--- src/design/mbd_pkg.sv ---
// shared types and constants of the multi-button debouncer
package mbd_pkg;

    localparam int BUTTON_COUNT = 6;
    localparam int MASK_W       = 6;
    localparam int TICK_W       = 16;
    localparam int OP_W         = 3;
    localparam int IDX_W        = 3;
    localparam int S_TDATA_W    = 16;
    localparam int M_TDATA_W    = 8;
    localparam int PADDR_W      = 4;
    localparam int PDATA_W      = 32;

    typedef enum logic [OP_W-1:0] {
        OP_TICK    = 3'd0,
        OP_CHECK   = 3'd1,
        OP_COLLECT = 3'd2,
        OP_ENABLE  = 3'd3,
        OP_DISABLE = 3'd4,
        OP_START   = 3'd5
    } t_op;

    typedef enum logic [1:0] {
        REG_PHYSICAL = 2'd0,
        REG_PRESS    = 2'd1,
        REG_RELEASE  = 2'd2,
        REG_START    = 2'd3
    } t_reg_idx;

    typedef enum logic [3:0] {
        MODE_INACTIVE = 4'b0001,
        MODE_RELEASED = 4'b0010,
        MODE_PUSHED   = 4'b0100,
        MODE_HELD     = 4'b1000
    } t_mode;

    typedef struct packed {
        logic physical;
        logic [TICK_W-1:0] press_ticks;
        logic [TICK_W-1:0] release_ticks;
    } t_cfg;

    // per-button command decoded from one accepted request
    typedef struct packed {
        logic tick;
        logic level_high;
        logic check;
        logic collect;
        logic enable;
        logic dis;
        logic start;
        logic start_set;
    } t_btn_ctrl;

endpackage

--- src/design/mbd_button.sv ---
// mode and debounce counter of one button
module mbd_button
    import mbd_pkg::*;
(
    input  logic      i_clk,
    input  logic      i_rst_n,
    input  logic      i_req,
    input  t_btn_ctrl i_ctrl,
    input  t_cfg      i_cfg,
    output logic      o_consumed
);

    t_mode             r_mode, n_mode;
    logic [TICK_W-1:0] r_count, n_count;
    logic              settle_hit;
    logic [TICK_W-1:0] limit;
    logic              consumed;

    always_comb begin
        n_mode   = r_mode;
        n_count  = r_count;
        consumed = 1'b0;
        limit    = (r_mode == MODE_HELD) ? i_cfg.release_ticks : i_cfg.press_ticks;
        settle_hit = !i_cfg.physical || (r_count >= limit);
        if (i_ctrl.tick) begin
            if ((r_mode == MODE_HELD && i_ctrl.level_high) ||
                (r_mode == MODE_RELEASED && !i_ctrl.level_high)) begin
                if (settle_hit) begin
                    n_mode = (r_mode == MODE_HELD) ? MODE_RELEASED : MODE_PUSHED;
                    if (i_cfg.physical) begin
                        n_count = '0;
                    end
                end else if (r_count != {TICK_W{1'b1}}) begin
                    n_count = r_count + 1'b1;
                end
            end
        end
        if ((i_ctrl.check || i_ctrl.collect) && r_mode == MODE_PUSHED) begin
            n_mode   = MODE_HELD;
            consumed = 1'b1;
        end
        if (i_ctrl.enable && r_mode == MODE_INACTIVE) begin
            n_mode = MODE_RELEASED;
        end
        if (i_ctrl.dis) begin
            n_mode = MODE_INACTIVE;
        end
        if (i_ctrl.start) begin
            n_count = '0;
            n_mode  = i_ctrl.start_set ? MODE_RELEASED : MODE_INACTIVE;
        end
    end

    always_ff @(posedge i_clk) begin
        if (!i_rst_n) begin
            r_mode  <= MODE_INACTIVE;
            r_count <= '0;
        end else if (i_req) begin
            r_mode  <= n_mode;
            r_count <= n_count;
        end
    end

    assign o_consumed = i_req && consumed;

endmodule

--- src/design/multi_button_debouncer.sv ---
// top level of the multi-button debouncer
// Debounces six active-low buttons. Requests arrive on the slave stream
// (i_s_tvalid/o_s_tready/i_s_tdata) as op, pin levels and button index;
// each request gives exactly one result on the master stream holding the
// mask of pushed buttons that the request consumed (zero for tick, enable,
// disable, start and unused ops).
// The result is registered in the output register as the request is
// taken. Throughput is one request per cycle unless a stalled receiver holds
// the output register, set by the per-button update logic, which works on all
// buttons in parallel in the cycle of acceptance.
// A stalled receiver holds the result in the output register; the next
// request is taken in the same cycle the waiting result is taken, so a
// full output register blocks the slave side only while o_m_tvalid is
// high and i_m_tready is low.
// Reset makes every button inactive with zero count, clears the started
// flag (ticks are ignored until a start op) and loads the register
// defaults: physical mode, press and release thresholds 10, start mask 63.
// Registers sit on the APB port at byte addresses 0, 4, 8 and 12 and are to be
// written by the user only while the block is idle; the block does not enforce it.
module multi_button_debouncer
    import mbd_pkg::*;
(
    input  logic                 i_clk,
    input  logic                 i_rst_n,
    input  logic                 i_s_tvalid,
    output logic                 o_s_tready,
    input  logic [S_TDATA_W-1:0] i_s_tdata,   // op[2:0], pin_levels[8:3], button_index[11:9]
    output logic                 o_m_tvalid,
    input  logic                 i_m_tready,
    output logic [M_TDATA_W-1:0] o_m_tdata,   // pushed_mask[5:0]
    input  logic                 psel,
    input  logic                 penable,
    input  logic                 pwrite,
    input  logic [PADDR_W-1:0]   paddr,
    input  logic [PDATA_W-1:0]   pwdata,
    output logic [PDATA_W-1:0]   prdata,
    output logic                 pready
);

    logic              r_physical;
    logic [TICK_W-1:0] r_press_ticks;
    logic [TICK_W-1:0] r_release_ticks;
    logic [MASK_W-1:0] r_start_mask;
    logic              r_started;
    logic              r_out_valid;
    logic [MASK_W-1:0] r_out_mask, n_out_mask;

    t_cfg              cfg;
    t_reg_idx          reg_idx;
    logic              cfg_write;
    logic              req;
    t_op               op;
    logic [MASK_W-1:0] levels;
    logic [IDX_W-1:0]  idx;
    logic [BUTTON_COUNT-1:0] consumed;

    // configuration port
    assign pready    = 1'b1;
    assign reg_idx   = t_reg_idx'(paddr[3:2]);
    assign cfg_write = psel && penable && pwrite;

    always_ff @(posedge i_clk) begin
        if (!i_rst_n) begin
            r_physical      <= 1'b1;
            r_press_ticks   <= TICK_W'(10);
            r_release_ticks <= TICK_W'(10);
            r_start_mask    <= {MASK_W{1'b1}};
        end else if (cfg_write) begin
            unique case (reg_idx)
                REG_PHYSICAL: r_physical      <= pwdata[0];
                REG_PRESS:    r_press_ticks   <= pwdata[TICK_W-1:0];
                REG_RELEASE:  r_release_ticks <= pwdata[TICK_W-1:0];
                REG_START:    r_start_mask    <= pwdata[MASK_W-1:0];
                default: ;
            endcase
        end
    end

    always_comb begin
        unique case (reg_idx)
            REG_PHYSICAL: prdata = PDATA_W'(r_physical);
            REG_PRESS:    prdata = PDATA_W'(r_press_ticks);
            REG_RELEASE:  prdata = PDATA_W'(r_release_ticks);
            REG_START:    prdata = PDATA_W'(r_start_mask);
            default:      prdata = '0;
        endcase
    end

    assign cfg.physical      = r_physical;
    assign cfg.press_ticks   = r_press_ticks;
    assign cfg.release_ticks = r_release_ticks;

    // request decode
    assign o_s_tready = !r_out_valid || i_m_tready;
    assign req        = i_s_tvalid && o_s_tready;
    assign op         = t_op'(i_s_tdata[OP_W-1:0]);
    assign levels     = i_s_tdata[OP_W+MASK_W-1:OP_W];
    assign idx        = i_s_tdata[OP_W+MASK_W+IDX_W-1:OP_W+MASK_W];

    for (genvar i = 0; i < BUTTON_COUNT; i++) begin : g_btn
        t_btn_ctrl ctrl;
        logic      hit;

        assign hit = (32'(idx) == i);

        always_comb begin
            ctrl.tick       = (op == OP_TICK) && r_started;
            ctrl.check      = (op == OP_CHECK) && hit;
            ctrl.collect    = (op == OP_COLLECT);
            ctrl.enable     = (op == OP_ENABLE) && hit;
            ctrl.dis        = (op == OP_DISABLE) && hit;
            ctrl.start      = (op == OP_START);
            ctrl.level_high = 1'b1;
            ctrl.start_set  = 1'b0;
            if (i < MASK_W) begin
                ctrl.level_high = levels[i % MASK_W];
                // the last masked button only starts in virtual mode
                ctrl.start_set  = r_start_mask[i % MASK_W] &&
                                  ((i != MASK_W - 1) || !r_physical);
            end
        end

        mbd_button u_button (
            .i_clk     (i_clk),
            .i_rst_n   (i_rst_n),
            .i_req     (req),
            .i_ctrl    (ctrl),
            .i_cfg     (cfg),
            .o_consumed(consumed[i])
        );
    end

    // buttons above the mask width report nothing
    always_comb begin
        n_out_mask = '0;
        for (int i = 0; i < BUTTON_COUNT && i < MASK_W; i++) begin
            n_out_mask[i] = consumed[i];
        end
    end

    always_ff @(posedge i_clk) begin
        if (!i_rst_n) begin
            r_started   <= 1'b0;
            r_out_valid <= 1'b0;
        end else begin
            if (req && op == OP_START) begin
                r_started <= 1'b1;
            end
            if (req) begin
                r_out_valid <= 1'b1;
            end else if (i_m_tready) begin
                r_out_valid <= 1'b0;
            end
        end
    end

    always_ff @(posedge i_clk) begin
        if (req) begin
            r_out_mask <= n_out_mask;
        end
    end

    assign o_m_tvalid = r_out_valid;
    assign o_m_tdata  = M_TDATA_W'(r_out_mask);

`ifndef NO_ASSERTIONS
    a_start_sets_started: assert property (@(posedge i_clk) disable iff (!i_rst_n)
        req && op == OP_START |=> r_started)
        else $error("started flag not set after start");

    a_quiet_ops_zero: assert property (@(posedge i_clk) disable iff (!i_rst_n)
        req && op != OP_CHECK && op != OP_COLLECT |=> o_m_tdata == '0)
        else $error("non-reading op reported pushed buttons");

    a_check_one_bit: assert property (@(posedge i_clk) disable iff (!i_rst_n)
        req && op == OP_CHECK |=> $countones(o_m_tdata) <= 1)
        else $error("check reported more than one button");

    a_result_follows_req: assert property (@(posedge i_clk) disable iff (!i_rst_n)
        req |=> o_m_tvalid)
        else $error("accepted request gave no result");
`endif

endmodule

--- config.mk ---
export PLATFORM = sky130hd
export DESIGN_NAME = multi_button_debouncer
export DESIGN_NICKNAME = d
export VERILOG_FILES = /design/src/design/mbd_pkg.sv /design/src/design/mbd_button.sv /design/src/design/multi_button_debouncer.sv
export SDC_FILE = /design/constraint.sdc
export NUM_CORES = 1
export LEC_CHECK = 0
export ABC_CLOCK_PERIOD_IN_PS = 9500
export BUFFER_PORTS_ARGS = -buffer_cell sky130_fd_sc_hd__buf_2
export CAP_MARGIN = 10
export CORE_UTILIZATION = 40
export CTS_BUF_LIST = sky130_fd_sc_hd__clkbuf_4 sky130_fd_sc_hd__clkbuf_8
export DETAILED_ROUTE_END_ITERATION = 7
export GPL_TIMING_DRIVEN = 0
export PLACE_DENSITY_LB_ADDON = 0.08
export SLEW_MARGIN = 10
export SYNTH_ARGS = -nofsm -noshare
export SYNTH_HDL_FRONTEND = slang
export SYNTH_HIERARCHICAL = 1
export SYNTH_SLANG_ARGS = --single-unit
--- constraint.sdc ---
create_clock -name i_clk -period 9.5 [get_ports i_clk]
set_clock_uncertainty 0.1 [all_clocks]
set_input_delay 0.475 -clock i_clk [delete_from_list [all_inputs] [get_ports i_clk]]
set_output_delay 0.475 -clock i_clk [all_outputs]
set_load 0.02 [all_outputs]
Word level (Yosys, flattened, before mapping):

Cells that the tools add are included.
Widths: inputs -> output; s select.

* flip-flop bits (word level): 167
* bits of input ports: 59
* output and inout bits: 43
* logic and storage cells: 312

* add/sub/neg operators: 6
* magnitude comparators: 6
* equality and inequality tests: 49
* muxes and demuxes: 100
* reduce and logical (&&, ||, !) cells: 132

Operators by type and width (number)
* $mux 16: 37
* $mux 4: 42
* $pmux 32 s4: 1
* $add 16x1->16 const B: 6
* $ge 16x16->1: 6
* $ne 16x16->1 const B: 6
* $reduce_bool 5->1: 18
* $logic_and 1x1->1: 54
* $reduce_and 5->1: 6
* $eq 4x1->1 const B: 6
* $eq 4x2->1 const B: 6
* $eq 4x3->1 const B: 6
* $eq 4x4->1 const B: 6
* $reduce_and 4->1: 6
* $logic_or 1x1->1: 19
* $mux 3: 6
* $ne 3x3->1 const B: 6
* $reduce_bool 3->1: 6
* $reduce_bool 2->1: 8
* $eq 3x2->1 const B: 4
* $eq 3x3->1 const B: 4
* $mux 2: 6
* $logic_not 1->1: 8
* $mux 1: 8
* other kinds (6): 12

Logic depth before layout (Yosys ltp):

* word-level depth: 11
* mapped depth: 12
* depth with buffers taken out: 10

Hierarchy:

The synthesis kept the hierarchy.

Modules (own cells, without submodules)
* mbd_button at g_btn[0].u_button ...: times used 5, cells each 205, area each 1830.5 µm², seq. area each 400.4 µm²
* multi_button_debouncer: times used 1, cells each 259, area each 2383.5 µm², seq. area each 1001.0 µm²
* mbd_button at g_btn[4].u_button: times used 1, cells each 205, area each 1840.5 µm², seq. area each 400.4 µm²

Worst setup path before layout:

Ideal clock, no wire load.

* kind: reg-to-reg
* start: register g_btn[0].u_button.r_mode[3]
* end: register g_btn[0].u_button.r_count[14]
* setup time: 0.073 ns
* data arrival time: 3.690 ns
* required time: 9.327 ns
* slack: 5.637 ns
* cell stages (with the launch flop): 12
* buffers on the path: 1
* clock period less this slack: 3.863 ns
* path through: dfxtp_1 inv_1 nor4_2 buf_2 mux2i_1 ha_1 a211oi_2 o21ai_2 or3b_4 or3_1 or4_1 o211ai_2

* word-level cells in the longest chain between the ends: 8
* elaborated cells on any way between the ends: 16
* those cells by class: order compare: 1; eq/ne: 3; mux: 5; reduce/logical: 7

RTL lines
* start, declared: line mbd_button.sv:13 `t_mode r_mode, n_mode;`
* start signal, assigned: line mbd_button.sv:59 `r_mode <= n_mode;`
* $eq 4x4->1: line mbd_button.sv:23, mbd_button.sv:26
* $mux 16: line mbd_button.sv:23 `limit = (r_mode == MODE_HELD) ? i_cfg.release_ticks : i_cfg.press_ticks;`
* $ge 16x16->1: line mbd_button.sv:24 `settle_hit = !i_cfg.physical || (r_count >= limit);`
* $logic_or 1x1->1: line mbd_button.sv:24
* $mux 16: line mbd_button.sv:28 `if (settle_hit) begin`
* $mux 16: line mbd_button.sv:26 `if ((r_mode == MODE_HELD && i_ctrl.level_high) ||`
* $mux 16: line mbd_button.sv:25 `if (i_ctrl.tick) begin`
* $mux 16: line mbd_button.sv:48 `if (i_ctrl.start) begin`
* end signal, assigned: line mbd_button.sv:60 `r_count <= n_count;`
* end, declared: line mbd_button.sv:14 `logic [TICK_W-1:0] r_count, n_count;`

Several ways; a longest one is shown, not always the timed one. The select of a mux whose other input is x is not followed.
A chain may end at the register's enable or synchronous reset.

Worst setup path after layout:

* start: register g_btn[1].u_button.r_mode[3]
* end: register g_btn[1].u_button.r_count[7]

* word-level cells in the longest chain between the ends: 8
* elaborated cells on any way between the ends: 16
* those cells by class: order compare: 1; eq/ne: 3; mux: 5; reduce/logical: 7

RTL lines (line)
* start, declared: mbd_button.sv:13
* start signal, assigned: mbd_button.sv:59
* $eq 4x4->1: mbd_button.sv:23, mbd_button.sv:26
* $mux 16: mbd_button.sv:23
* $ge 16x16->1: mbd_button.sv:24
* $logic_or 1x1->1: mbd_button.sv:24
* $mux 16: mbd_button.sv:28
* $mux 16: mbd_button.sv:26
* $mux 16: mbd_button.sv:25
* $mux 16: mbd_button.sv:48
* end signal, assigned: mbd_button.sv:60
* end, declared: mbd_button.sv:14

Several ways; a longest one is shown, not always the timed one. The select of a mux whose other input is x is not followed.

==> flow_summary.toml <==
[run_status]
status = "completed"

[final_layout]
nFillCells = 3296
diodes = 0
final_cells = 2042
areaGrowthSynthToFinish_pct = 10.06
drive_above_1_share_pct = 20.81
fin_util_pct = 45.02
ff_latch_area_sq_um = 3403
multi_input_area_sq_um = 9346
design_area_sq_um = 14720
layout.nets = 1748

[drt]
routed_wl_microns = 41520
drc = 0
viasPerCell = 5.854
ant_nets = 0
wire_per_inst_microns = 20.33
dr.pass1.iters = 5
first_iter_violations = 719
vias = 11950

[global_route]
grt_usage_pct = 24.70
grt_remaining_overflow = 0
grt_pass1_vias = 11150
grt_pass1_wl_microns = 64070
grt_max_degree = 52
antenna_found_initial = 0

[placed_design]
dpl.hpwl_microns = 29610
gp_congestion = 0.8886
dpl-instance-area_sq_um = 14330
place.port_buffers = 60
dp_cells = 2010

[timing]
max_freq_mhz = 214.1
worstMarginPinSlew_ns = 1.185
period_needed_ns = 4.671
hold_viol = 0
fin_crit_sh_pct = 49.17
setup_violations = 0
slew_headroom_pct = 20.98
drv_slew = 0
rsz0062_at_grt = "no"
tns_ns = 0

[die]
initial_core_util_pct = 40.91
die_w_microns = 184.9
core-area_sq_um = 32700
die_y_microns = 184.9
row_count = 66
dieArea_sq_um = 34180
ios = 102

[job]
cap_violations = 0

[setup_path]
worst_ep_arrival_time_ns = 5.00
cp.required_ns = 9.83
endpoint_kind = "register"
rr_endpoint = "g_btn[1].u_button/r_count[7]$_SDFFE_PN0P_"
worstSetupStartpointType = "register"
cp_max_fo = 10
r2r_cells = 12
path_class = "register to register"
ff2ff_setup_slack_ns = 4.83
r2r_start = "g_btn[1].u_button/r_mode[3]$_SDFFE_PN0P_"

[hold_path]
whs_endpoint = "o_m_tvalid$_SDFFE_PN0P_"
worst_hold_path_type = "primary input to register"
min_from = "i_s_tvalid"
hold_depth = 3

[yosys]
ys_seq_area_share_pct = 25.44
synth_most_common_cell = "nand2_1"
yosysTopAreaCell = "dfxtp_1"
ys_async_sr_fraction_pct = 0
ys_types = 68
synth-seq-cells = 167
synth_ff_type = "dfxtp_1"
yosysWarnings = 6
synth_area_per_cell_sq_um = 8.984
synth_top_area_share_pct = 24.10
synth_cells = 1489
syn_area_sq_um = 13380
ys_top_cells_by_area = "dfxtp_1 (24%), ha_1 (9.5%), mux2i_1 (9.3%), nand2_1 (4.8%), o211ai_2 (3.3%)"
ys_top_cells_by_count = "nand2_1 (171), dfxtp_1 (161), mux2i_1 (124)"
synth_edf_count = 6

[cts]
cts_buffers = 17
clk_path_buf_depth = 2
cts-resized-gates = 0
cts.clk_slew.worst_paths_ns = 0.11
post_cts_buffers = 0
hold_buffers = 0
cts_tree = "done"
ctsRootBufferMaster = "clkbuf_8"
clock_sinks = 167
insertion_delay_ns = 0.51
htreeDepth = 4

[power]
p_leak_uw = 0.005344
pwr_density_cell_nw_per_um2 = 97.89
ir_worst_vdd_uv = 91.69
==> through the flow <==
step                setup slack (ns)  hold WS, ns  power [uW]
finish                         4.829       0.1263        1441
global route                   4.523       0.1112        1507
CTS                            4.801      0.08316        1458
detailed placement             4.845       0.3797       918.7
global placement               4.634       0.3785       917.6
floorplan                      5.637       0.3503       857.2
==> power breakdown <==
part	leakage (uW)	switching, uW	internal, uW
clock network	0.000198	338	198
logic	0.00379	117	61.8
registers	0.00136	15.3	710
==> flip-flops by register name, summed over array words and instances (netlist names) <==
| name | count |
|---|---|
| g_btn.u_button/r_count | 96 |
| r_press_ticks | 16 |
| r_release_ticks | 16 |
| r_out_mask | 6 |
| g_btn.u_button/r_mode | 24 |
| r_started | 1 |
| o_m_tvalid | 1 |
| r_start_mask | 6 |
| r_physical | 1 |
==> cell usage in the layout (no fill, tap or decap), types with 13 or more instances in the layout <==
master	count
clkbuf_8	17
a31oi_4	18
mux2i_1	124
o21a_1	18
o21ai_2	24
nand3_1	67
or4_1	24
nor2b_1	16
or3_1	19
nor2_1	57
conb_1	19
buf_4	20
a31oi_1	37
o211ai_2	35
nand2b_1	23
inv_1	79
o211ai_1	24
dfxtp_1	161
o21ai_0	43
nand4_1	29
clkbuf_1	17
a21boi_0	13
nand2_1	171
a22o_1	15
a21oi_1	70
buf_2	70
ha_1	102
==> cell type report <==
class	instances	share of cell area, %
well taps	442	3.756
clock buffers	17	1.589
inverters	79	2.014
clock inverters	15	1.054
plain buffers	59	2.762
multi-input cells	1201	63.48
flip-flops and latches	167	23.12
repair buffers	62	2.227
==> cells by family (layout without fill, tap and decap cells) <==
logic type	count (synthesis)	in the layout	synth area share, %
multiplexers	136	136	10.37
AO/OA/AOI/OAI	383	383	24.48
buffers and inverters	138	232	5.257
adder cells (fa/ha/maj)	102	102	9.541
flip-flops	167	167	25.44
other	2	19	0.05614
AND/OR/NAND/NOR	561	561	24.85
==> critical path, cell delays in order, from the launching register on <==
cell and delay [ns]:
dfxtp_1 0.45, inv_1 0.13, nor4_2 0.87, buf_2 0.44, mux2i_1 0.28, ha_1 0.29
a211oi_2 0.26, o21ai_2 0.14, or3b_4 0.43, nor3_2 0.42, clkbuf_1 0.43, nand2_1 0.16
a31oi_4 0.19
==> routing by layer <==
layer	track usage (%)	vias up	part of all wire [%]
met5	0	-	0
met4	7.669	0	2.3
met3	5.230	52	6.0
met2	37.65	364	43
met1	34.48	5701	48
li1	-	5836	-
==> worst max path at each step <==
stage / cells after the start / from / to / slack (ns)
after floorplan: 11 / g_btn[0].u_button/r_mode[3]$_SDFFE_PN0P_ / g_btn[0].u_button/r_count[14]$_SDFFE_PN0P_ / 5.64
after global placement: 8 / i_s_tdata[2] / g_btn[3].u_button/r_count[12]$_SDFFE_PN0P_ / 4.63
after detailed placement: 12 / g_btn[5].u_button/r_mode[3]$_SDFFE_PN0P_ / g_btn[5].u_button/r_count[7]$_SDFFE_PN0P_ / 4.85
after CTS: 12 / g_btn[5].u_button/r_mode[3]$_SDFFE_PN0P_ / g_btn[5].u_button/r_count[7]$_SDFFE_PN0P_ / 4.80
after global routing: 12 / g_btn[3].u_button/r_mode[3]$_SDFFE_PN0P_ / g_btn[3].u_button/r_count[7]$_SDFFE_PN0P_ / 4.52
final: 12 / g_btn[1].u_button/r_mode[3]$_SDFFE_PN0P_ / g_btn[1].u_button/r_count[7]$_SDFFE_PN0P_ / 4.83
Note: power is estimated with default switching activity, not from simulation.
